===== src/hw/rtl/jue_pkg.sv =====
// ----------------------------------------------------------------------------
// jue_pkg
// Types, character codes and encoding helpers shared by the escaper modules.
// ----------------------------------------------------------------------------
package jue_pkg;

    localparam int JOB_BYTES = 6;
    localparam int LEN_BITS  = 3;
    localparam int CAP_BITS  = 16;

    localparam logic [CAP_BITS-1:0] CAP_RESET = 16'd256;

    localparam logic [1:0] MODE_RAW  = 2'd0;
    localparam logic [1:0] MODE_JSON = 2'd1;
    localparam logic [1:0] MODE_URL  = 2'd2;

    localparam logic [7:0] CH_QUOTE   = 8'h22;
    localparam logic [7:0] CH_BSLASH  = 8'h5C;
    localparam logic [7:0] CH_LF      = 8'h0A;
    localparam logic [7:0] CH_CR      = 8'h0D;
    localparam logic [7:0] CH_TAB     = 8'h09;
    localparam logic [7:0] CH_BS      = 8'h08;
    localparam logic [7:0] CH_FF      = 8'h0C;
    localparam logic [7:0] CH_SPACE   = 8'h20;
    localparam logic [7:0] CH_PERCENT = 8'h25;
    localparam logic [7:0] CH_ZERO    = 8'h30;
    localparam logic [7:0] CH_LOW_N   = 8'h6E;
    localparam logic [7:0] CH_LOW_R   = 8'h72;
    localparam logic [7:0] CH_LOW_T   = 8'h74;
    localparam logic [7:0] CH_LOW_B   = 8'h62;
    localparam logic [7:0] CH_LOW_F   = 8'h66;
    localparam logic [7:0] CH_LOW_U   = 8'h75;
    localparam logic [7:0] CH_DASH    = 8'h2D;
    localparam logic [7:0] CH_UNDER   = 8'h5F;
    localparam logic [7:0] CH_DOT     = 8'h2E;
    localparam logic [7:0] CH_TILDE   = 8'h7E;
    localparam logic [3:0] NIB_MASK   = 4'h0F;

    typedef struct packed {
        logic [7:0] in_byte;
        logic [1:0] mode;
        logic       new_buffer;
    } t_in_item;

    typedef struct packed {
        logic [7:0] out_byte;
        logic       last;
        logic       overflow;
    } t_out_item;

    // One classified input: the bytes to emit, how many, and the overflow mark.
    typedef struct packed {
        logic [JOB_BYTES-1:0][7:0] bytes;
        logic [LEN_BITS-1:0]       len;
        logic                      ovf;
    } t_job;

    // Queue status seen by the front and back sides.
    typedef struct packed {
        logic full;
        logic empty;
    } t_q_stat;

    function automatic logic [7:0] hex_digit(input logic [3:0] nib, input logic upper);
        logic [7:0] d;
        if (nib < 4'd10) begin
            d = CH_ZERO + {4'd0, nib};
        end else begin
            d = (upper ? 8'h41 : 8'h61) + {4'd0, nib} - 8'd10;
        end
        return d;
    endfunction

    function automatic logic is_unreserved(input logic [7:0] c);
        return (c >= 8'h41 && c <= 8'h5A) || (c >= 8'h61 && c <= 8'h7A) ||
               (c >= 8'h30 && c <= 8'h39) || c == CH_DASH || c == CH_UNDER ||
               c == CH_DOT || c == CH_TILDE;
    endfunction

    function automatic t_job expand(input logic [7:0] c, input logic [1:0] md);
        t_job       j;
        logic [7:0] short_c;
        j       = '0;
        short_c = 8'd0;
        j.bytes[0] = c;
        j.len      = 3'd1;
        if (md == MODE_JSON) begin
            unique case (c)
                CH_QUOTE:  short_c = CH_QUOTE;
                CH_BSLASH: short_c = CH_BSLASH;
                CH_LF:     short_c = CH_LOW_N;
                CH_CR:     short_c = CH_LOW_R;
                CH_TAB:    short_c = CH_LOW_T;
                CH_BS:     short_c = CH_LOW_B;
                CH_FF:     short_c = CH_LOW_F;
                default:   short_c = 8'd0;
            endcase
            if (short_c != 8'd0) begin
                j.bytes[0] = CH_BSLASH;
                j.bytes[1] = short_c;
                j.len      = 3'd2;
            end else if (c < CH_SPACE) begin
                j.bytes[0] = CH_BSLASH;
                j.bytes[1] = CH_LOW_U;
                j.bytes[2] = CH_ZERO;
                j.bytes[3] = CH_ZERO;
                j.bytes[4] = hex_digit(c[7:4] & NIB_MASK, 1'b0);
                j.bytes[5] = hex_digit(c[3:0] & NIB_MASK, 1'b0);
                j.len      = 3'd6;
            end
        end else if (md == MODE_URL) begin
            if (!is_unreserved(c)) begin
                j.bytes[0] = CH_PERCENT;
                j.bytes[1] = hex_digit(c[7:4], 1'b1);
                j.bytes[2] = hex_digit(c[3:0], 1'b1);
                j.len      = 3'd3;
            end
        end
        return j;
    endfunction

endpackage


===== src/hw/rtl/json_url_byte_escaper.sv =====
// ----------------------------------------------------------------------------
// json_url_byte_escaper
// Byte-stream encoder: raw copy, JSON string escape or URL percent-encoding.
// ----------------------------------------------------------------------------
// Usage:
//   Input channel (i_in_valid / o_in_stall / i_in_item) carries one source
//   byte, its mode and a new-buffer mark. A transfer happens at a clock edge
//   with valid high and stall low. Output channel (o_out_valid / i_out_stall
//   / o_out_item) carries one encoded byte per transfer, with last on the
//   final byte of each input and overflow on the single result that reports
//   a full buffer.
//   i_cfg_we / i_cfg_data write the output capacity; write only while idle.
// Timing:
//   The job for an item is written into the job queue at its input transfer;
//   its first output byte then goes into the back side's output register.
//   While the receiver does not stall, the back side emits one byte per cycle,
//   and an item expands to 1 byte (plain), 2 (short JSON escapes), 3 (%XX) or
//   6 (\u00xx); plain bytes stream at one per cycle. A four-entry job queue
//   decouples the sides, and the input stalls only when that queue is full.
// Reset:
//   Synchronous, active low: clears position count, overflow flag and queue,
//   and sets the capacity to 256. When the receiver stalls, the output byte
//   holds and the queue fills before the input stalls.
// ----------------------------------------------------------------------------
module json_url_byte_escaper import jue_pkg::*; #(
    parameter int POS_BITS = 16
) (
    input  logic                i_clk,
    input  logic                i_rst_n,
    input  logic                i_in_valid,
    output logic                o_in_stall,
    input  t_in_item            i_in_item,
    output logic                o_out_valid,
    input  logic                i_out_stall,
    output t_out_item           o_out_item,
    input  logic                i_cfg_we,
    input  logic [CAP_BITS-1:0] i_cfg_data
);

    logic    push, pop;
    t_job    job, head;
    t_q_stat q_stat;

    // Front: classify each byte, update position and sticky overflow.
    jue_front #(
        .POS_BITS (POS_BITS)
    ) u_front (
        .i_clk      (i_clk),
        .i_rst_n    (i_rst_n),
        .i_in_valid (i_in_valid),
        .i_item     (i_in_item),
        .i_cfg_we   (i_cfg_we),
        .i_cfg_data (i_cfg_data),
        .i_q_stat   (q_stat),
        .o_push     (push),
        .o_job      (job)
    );

    // Hold classified jobs until the back side drains them.
    jue_queue u_queue (
        .i_clk   (i_clk),
        .i_rst_n (i_rst_n),
        .i_push  (push),
        .i_job   (job),
        .i_pop   (pop),
        .o_head  (head),
        .o_stat  (q_stat)
    );

    // Back: emit the expansion one transfer at a time.
    jue_back u_back (
        .i_clk       (i_clk),
        .i_rst_n     (i_rst_n),
        .i_head      (head),
        .i_q_stat    (q_stat),
        .o_pop       (pop),
        .i_out_stall (i_out_stall),
        .o_out_valid (o_out_valid),
        .o_item      (o_out_item)
    );

    assign o_in_stall = q_stat.full;

endmodule


===== src/hw/rtl/jue_front.sv =====
// ----------------------------------------------------------------------------
// jue_front
// Accepts input items, expands them and runs the buffer fit check.
// ----------------------------------------------------------------------------
module jue_front import jue_pkg::*; #(
    parameter int POS_BITS = 16
) (
    input  logic                i_clk,
    input  logic                i_rst_n,
    input  logic                i_in_valid,
    input  t_in_item            i_item,
    input  logic                i_cfg_we,
    input  logic [CAP_BITS-1:0] i_cfg_data,
    input  t_q_stat             i_q_stat,
    output logic                o_push,
    output t_job                o_job
);

    localparam int CMP_BITS = ((POS_BITS > CAP_BITS) ? POS_BITS : CAP_BITS) + 1;

    logic [CAP_BITS-1:0] r_cap;
    logic [POS_BITS-1:0] r_pos, n_pos;
    logic                r_ovf, n_ovf;

    logic [POS_BITS-1:0] eff_pos;
    logic                eff_ovf;
    t_job                exp_job;
    logic [CMP_BITS-1:0] need;
    logic                fits;

    always_comb begin
        eff_pos = i_item.new_buffer ? '0 : r_pos;
        eff_ovf = i_item.new_buffer ? 1'b0 : r_ovf;
        exp_job = expand(i_item.in_byte, i_item.mode);
        need    = CMP_BITS'(eff_pos) + CMP_BITS'(exp_job.len) + CMP_BITS'(1);
        fits    = !eff_ovf && (need <= CMP_BITS'(r_cap));
        o_push  = i_in_valid && !i_q_stat.full;
        if (fits) begin
            o_job = exp_job;
            n_pos = eff_pos + POS_BITS'(exp_job.len);
            n_ovf = 1'b0;
        end else begin
            o_job       = '0;
            o_job.len   = 3'd1;
            o_job.ovf   = 1'b1;
            n_pos       = eff_pos;
            n_ovf       = 1'b1;
        end
    end

    always_ff @(posedge i_clk) begin
        if (!i_rst_n) begin
            r_cap <= CAP_RESET;
            r_pos <= '0;
            r_ovf <= 1'b0;
        end else begin
            if (i_cfg_we) begin
                r_cap <= i_cfg_data;
            end
            if (o_push) begin
                r_pos <= n_pos;
                r_ovf <= n_ovf;
            end
        end
    end

endmodule


===== src/hw/rtl/jue_queue.sv =====
// ----------------------------------------------------------------------------
// jue_queue
// Short FIFO of classified jobs between the front and back sides.
// ----------------------------------------------------------------------------
module jue_queue import jue_pkg::*; (
    input  logic    i_clk,
    input  logic    i_rst_n,
    input  logic    i_push,
    input  t_job    i_job,
    input  logic    i_pop,
    output t_job    o_head,
    output t_q_stat o_stat
);

    localparam int DEPTH    = 4;
    localparam int PTR_BITS = $clog2(DEPTH);

    t_job                r_mem [DEPTH];
    logic [PTR_BITS-1:0] r_wr, r_rd;
    logic [PTR_BITS:0]   r_cnt;

    assign o_head       = r_mem[r_rd];
    assign o_stat.full  = (r_cnt == (PTR_BITS+1)'(DEPTH));
    assign o_stat.empty = (r_cnt == '0);

    always_ff @(posedge i_clk) begin
        if (i_push) begin
            r_mem[r_wr] <= i_job;
        end
    end

    always_ff @(posedge i_clk) begin
        if (!i_rst_n) begin
            r_wr  <= '0;
            r_rd  <= '0;
            r_cnt <= '0;
        end else begin
            if (i_push) begin
                r_wr <= r_wr + 1'b1;
            end
            if (i_pop) begin
                r_rd <= r_rd + 1'b1;
            end
            if (i_push && !i_pop) begin
                r_cnt <= r_cnt + 1'b1;
            end else if (!i_push && i_pop) begin
                r_cnt <= r_cnt - 1'b1;
            end
        end
    end

endmodule


===== src/hw/rtl/jue_back.sv =====
// ----------------------------------------------------------------------------
// jue_back
// Walks the head job byte by byte into the output register.
// ----------------------------------------------------------------------------
module jue_back import jue_pkg::*; (
    input  logic      i_clk,
    input  logic      i_rst_n,
    input  t_job      i_head,
    input  t_q_stat   i_q_stat,
    output logic      o_pop,
    input  logic      i_out_stall,
    output logic      o_out_valid,
    output t_out_item o_item
);

    logic [LEN_BITS-1:0] r_idx;
    logic                r_vld;
    t_out_item           r_item, n_item;
    logic                adv;
    logic                at_last;

    always_comb begin
        adv             = (!r_vld || !i_out_stall) && !i_q_stat.empty;
        at_last         = (r_idx == i_head.len - 1'b1);
        o_pop           = adv && at_last;
        n_item.out_byte = i_head.bytes[r_idx];
        n_item.last     = at_last;
        n_item.overflow = i_head.ovf;
    end

    always_ff @(posedge i_clk) begin
        if (adv) begin
            r_item <= n_item;
        end
    end

    always_ff @(posedge i_clk) begin
        if (!i_rst_n) begin
            r_vld <= 1'b0;
            r_idx <= '0;
        end else begin
            if (adv) begin
                r_vld <= 1'b1;
                r_idx <= at_last ? '0 : r_idx + 1'b1;
            end else if (!i_out_stall) begin
                r_vld <= 1'b0;
            end
        end
    end

    assign o_out_valid = r_vld;
    assign o_item      = r_item;

endmodule


===== config.mk =====
export PLATFORM = sky130hd
export DESIGN_NAME = json_url_byte_escaper
export DESIGN_NICKNAME = d
export VERILOG_FILES = /design/src/hw/rtl/jue_pkg.sv /design/src/hw/rtl/json_url_byte_escaper.sv /design/src/hw/rtl/jue_front.sv /design/src/hw/rtl/jue_queue.sv /design/src/hw/rtl/jue_back.sv
export SDC_FILE = /design/constraint.sdc
export NUM_CORES = 1
export LEC_CHECK = 0
export BUFFER_PORTS_ARGS = -buffer_cell sky130_fd_sc_hd__buf_2
export CORE_UTILIZATION = 63
export CTS_CLUSTER_DIAMETER = 120
export DETAILED_ROUTE_END_ITERATION = 10
export GPL_TIMING_DRIVEN = 0
export PLACE_DENSITY = 0.83
export SLEW_MARGIN = 20
export SYNTH_ARGS = -nofsm -noshare
export SYNTH_HDL_FRONTEND = slang
export SYNTH_HIERARCHICAL = 1
export SYNTH_SLANG_ARGS = --single-unit

===== constraint.sdc =====
create_clock -name i_clk -period 8.1 [get_ports i_clk]
set_input_delay 1.62 -clock i_clk [delete_from_list [all_inputs] [get_ports i_clk]]
set_output_delay 1.62 -clock i_clk [all_outputs]
set_load 0.02 [all_outputs]

Yosys cells after proc, flatten, opt, wreduce, memory -nomap -nowiden
Memories as Yosys holds them, arrays and structs flattened. A register that Yosys moved wholly into a read port is not among the register bits.
Cells that the tools add are included.
Word-level totals
  register bits after elaboration: 54
  bits in latches: 0
  memory bits (writable): 208
  bits in read-only memories: 0
  output and inout bits: 12
  memories kept: 1
Memories
  u_queue.r_mem: depth 4, bits a word 52, read ports 1, clocked after memory_dff 1, wr ports 1, RTL line jue_queue.sv:18  | t_job r_mem [DEPTH];
Cells by class
  $add $sub $neg: 19
  multiply operators: 0
  div/mod/pow operators: 0
  $lt $le $gt $ge: 11
  eq/ne operators: 16
  shifts and indexed selects: 0
  muxes and demuxes: 29
  bitwise logic cells: 0
  reduce and logical (&&, ||, !) cells: 26
Operators by type and width (count)
  27-bit two-way mux: 3
  52-bit two-way mux: 1
  51-bit two-way mux: 1
  7-bit one-hot mux with 7 select lines: 1
  8-bit two-way mux: 6
  8-bit by 4-bit equality test with 1-bit output (second input constant): 5
  7-bit by 4-bit adder with 8-bit output (first input constant): 4
  16-bit two-way mux: 2
  32-bit two-way mux: 1
  8-bit by 4-bit subtractor with 8-bit output (second input constant): 4
  8-bit binary-select mux with 3-bit select: 1
  8-bit by 6-bit equality test with 1-bit output (second input constant): 3
  8-bit by 7-bit equality test with 1-bit output (second input constant): 3
  24-bit two-way mux: 1
  19-bit two-way mux: 1
  16-bit by 3-bit adder with 17-bit output: 1
  17-bit by 1-bit adder with 17-bit output (second input constant): 1
  17-bit by 16-bit <= comparator with 1-bit output: 1
  16-bit by 3-bit adder with 16-bit output: 1
  8-bit by 7-bit greater-or-equal comparator with 1-bit output (second input constant): 2
  8-bit by 7-bit <= comparator with 1-bit output (second input constant): 2
  6-bit by 4-bit adder with 7-bit output (first input constant): 2
  1-bit logical AND: 9
  3-bit two-way mux: 3
  20 further kinds: 42

Depth between registers and ports, before layout
  word-level depth: 16
  depth in mapped cells: 24

By module
The synthesis kept the hierarchy.
By module, submodules not included
  jue_queue: instances 1, cells each 315, area each 8010.2 µm², seq. area each 6426.2 µm²
  jue_front: instances 1, cells each 482, area each 3642.2 µm², seq. area each 660.6 µm²
  jue_back: instances 1, cells each 74, area each 984.7 µm², seq. area each 380.4 µm²

Worst setup path before layout
Ideal clock, no wire load.
  path type: input -> register
  start: in i_in_item[4] in the netlist's numbering
  end: mem u_queue/r_mem[0][8] in the netlist's numbering, data pin
  data arrival time: 6.060 ns
  path slack: 1.861 ns
  stages: 22
  path through: inv_1 -> ha_1 -> a21o_1 -> o21bai_2 -> a211oi_4 -> o41a_4 -> nor2_2 -> inv_1 -> ha_1 -> nor2b_1 -> o21a_1 -> o21ai_1 -> nor3_1 -> xnor2_1 -> ha_1 -> a21oi_1 -> a21boi_1 -> a2111oi_4 -> a31oi_1 -> buf_2 -> or3_4 -> a21oi_1
RTL lines
  start: declaration: RTL line json_url_byte_escaper.sv:32  | input t_in_item i_in_item,
  end: declaration: RTL line jue_queue.sv:18

==> impl_metrics.toml <==
[synth]
ys_seq_area_frac = 0.591
synth_cell_type_count = 97
syn_area_um2 = 12600
avgSynthCellArea_um2 = 14.5
syn_inst = 871
yosys_warnings = 6
synth_flop_cell = "edfxtp_1"
async_reset_ff_frac = 0
synth-edff-count = 218
yosys.area.top_type = "edfxtp_1"
synth-seq-cells = 264
synth_top_area_frac = 0.518
synthTopCellsByArea = "edfxtp_1, mux4_2, dfxtp_1, ha_1, mux2i_1"

[placed_design]
port_buffers = 40
dpl_cell_area_um2 = 13300
pre_cts_ws_ps = 520
routabilityCongestion = 0.868
dp_hpwl_um = 17800

[worst_hold_path]
hold_depth = 2
hold_end = "u_back/o_out_valid"
hp-start = "u_back/o_out_valid"
hold_path_class = "flop to flop"

[timing]
timing_hold_violations_final = 0
tns_ps = 0
min_period_over_period = 0.897
whs_ps = 487
fin_crit_ps = 7260
fin_worst_skew_ps = 14.1
fin_ws_ps = 836
rsz0062_at_grt = "false"
worst_pin_slew_ps = 953
max_freq_ghz = 0.138
setup_violations = 0
slew_violations = 0
relSlewSlack = 0.365

[flow_run]
cap_violations = 0

[routing]
firstDrtPassIters = 6
ant_nets = 0
route.detailed.wl_per_inst_um = 21.7
remaining_drc_errors = 0
avgViaCountPerCell = 6.23
drt_iter0_drc = 762
drt_wl_total_um = 26800
dr_total_vias = 7721

[die]
ios = 44
die_w_um = 144
die_y_um = 144
initial_core_util = 0.645
rows = 51
die_area_um2 = 20600
core_area_um2 = 19600

[worst_setup_path]
cp_common_cell = "ha_1"
startpoint_type = "input pin"
endpoint_kind = "flop"
path_class = "input pin to flop"
rrSetupSlack_ps = 3480
cp_max_fo = 9
arrival_ps = 7470
cp_cell_sequence = "buf_2 -> inv_1 -> ha_1 -> a21o_1 -> o21bai_2 -> a211oi_4 -> o41a_4 -> nor2_2 -> inv_1 -> ha_1 -> nor2b_1 -> o21a_1 -> o21ai_1 -> nor3_1 -> xnor2_1 -> ha_1 -> a21oi_1 -> a21boi_1 -> a2111oi_4 -> a31oi_1 -> nor2_1 -> inv_2 -> a221oi_1"
r2r-end = "u_queue/r_mem[2][18]"
reg2reg_depth = 16
critPathSlowestCell = "a221oi_1"
slowest_delay_ps = 660
r2r_start = "u_front/r_pos[1]"
worstPathRequired_ps = 8310

[clock_network]
clock-sinks = 264
cts_tree = "built"
postCtsSetupRepairBufs = 0
clock_latency_ps = 520
root_buffer = "clkbuf_16"
htreeDepth = 1
cts_resized = 0
clock_path_buffers = 3
postCtsHoldBufs = 0
clk_pin_slew_ps = 60
cts-buffers-inserted = 26

[power]
vdd_drop_max_v = 0.000125
power.leakage_nw = 5.07
power_density_nw_per_um2 = 271

[global_route]
grt_usage = 0.272
grt_overflow = 0
grt_max_degree = 42
grt_pass1_vias = 7785
antenna_found_initial = 0
grt_pass1_wl_um = 41900

[layout]
finish.instance_area_um2 = 14100
layout_common_cells = "edfxtp_1, nor2_1, mux4_2, buf_2, inv_1"
drive_gt1_frac = 0.224
finalNetCount = 1028
antennaDiodeCount = 0
final_common_cell = "edfxtp_1"
syn_to_final_growth_pct = 11.5
nFillCells = 1290

[outcome]
status = "finished, final reports clean"
critical path: cells and delay by family:
family / cells / cell delay, ps
adders and majority gates: 3 / 910
buffers and inverters: 4 / 620
and+or+nand+nor: 4 / 940
AOI/OAI and AO/OA: 11 / 3180
xor gates and xnor gates: 1 / 200
metal layers:
metal	vias to the layer above	wire, um	track usage
met4	0	539	0.0806
met1	3840	10700	0.364
li1	3481	-	-
met2	359	13600	0.465
met5	-	0	0
met3	41	1940	0.0353
cell families (layout without fill, tap and decap cells):
logic type      after synthesis  count (layout)  synth area share
mux                          87              87             0.129
xor+xnor                     23              23            0.0193
flops                       264             264             0.591
buf+inv                     113             203            0.0517
compound gates              123             123            0.0736
other cells                   1              14          0.000297
fa+ha+maj                    40              40            0.0414
simple gates                220             220            0.0939
metrics by stage:
stage	std cells	util	total power, mW
finish	1239	0.719	3.82
detailed placement	1193	0.680	2.73
global route	1239	0.719	3.97
floorplan	884	-	2.46
CTS	1239	0.719	3.84
global placement	1189	0.675	2.68
registers in the layout (all words and copies together) (netlist names), named ones only:
register and count:
u_back/o_item 10, u_back/o_out_valid 1, u_back/r_idx 3, u_front/r_cap 16
u_front/r_ovf 1, u_front/r_pos 16, u_queue/r_cnt 3, u_queue/r_mem 208
u_queue/r_rd 2, u_queue/r_wr 2
where the power goes:
group	total, mW	internal (mW)	leakage (nW)	switching [mW]
clock	1.10	0.629	0.379	0.473
sequential	1.73	1.68	2.41	0.0565
combinational	0.980	0.449	2.28	0.531
total	3.82	2.76	5.07	1.06
layout make-up:
cell class	count	area, um^2	area share
Clock inverter	7	36.3	0.00257
Clock buffer	39	741	0.0526
Inverter	56	210	0.0149
Multi-Input combinational cell	507	4580	0.325
Sequential cell	264	7470	0.530
Timing Repair Buffer	44	288	0.0204
Tap cell	265	332	0.0235
Buffer	57	443	0.0314
synthesized netlist by cell type, drive strengths merged (8+ instances only):
master,number
nor3,24
buf,46
nand3,10
xnor2,16
edfxtp,218
nand2,46
mux2i,26
and2,15
ha,37
dfxtp,46
nor2,64
mux4,60
a31oi,8
o21ai,24
nor2b,12
a21oi,21
a21o,8
o22ai,8
nand4,11
inv,54
clkbuf,10
how the worst max path moves through the flow:
stage	slack (ps)	cells after the start	start	to
floorplan	1860	22	i_in_item[4]	u_queue/r_mem[0][8]
global placement	630	23	i_in_item[4]	u_queue/r_mem[0][18]
detailed placement	520	23	i_in_item[4]	u_queue/r_mem[3][18]
CTS	950	23	i_in_item[4]	u_queue/r_mem[2][18]
global route	550	23	i_in_item[4]	u_queue/r_mem[2][18]
finish	840	23	i_in_item[4]	u_queue/r_mem[2][18]
Power figures use the tool's default switching activity.
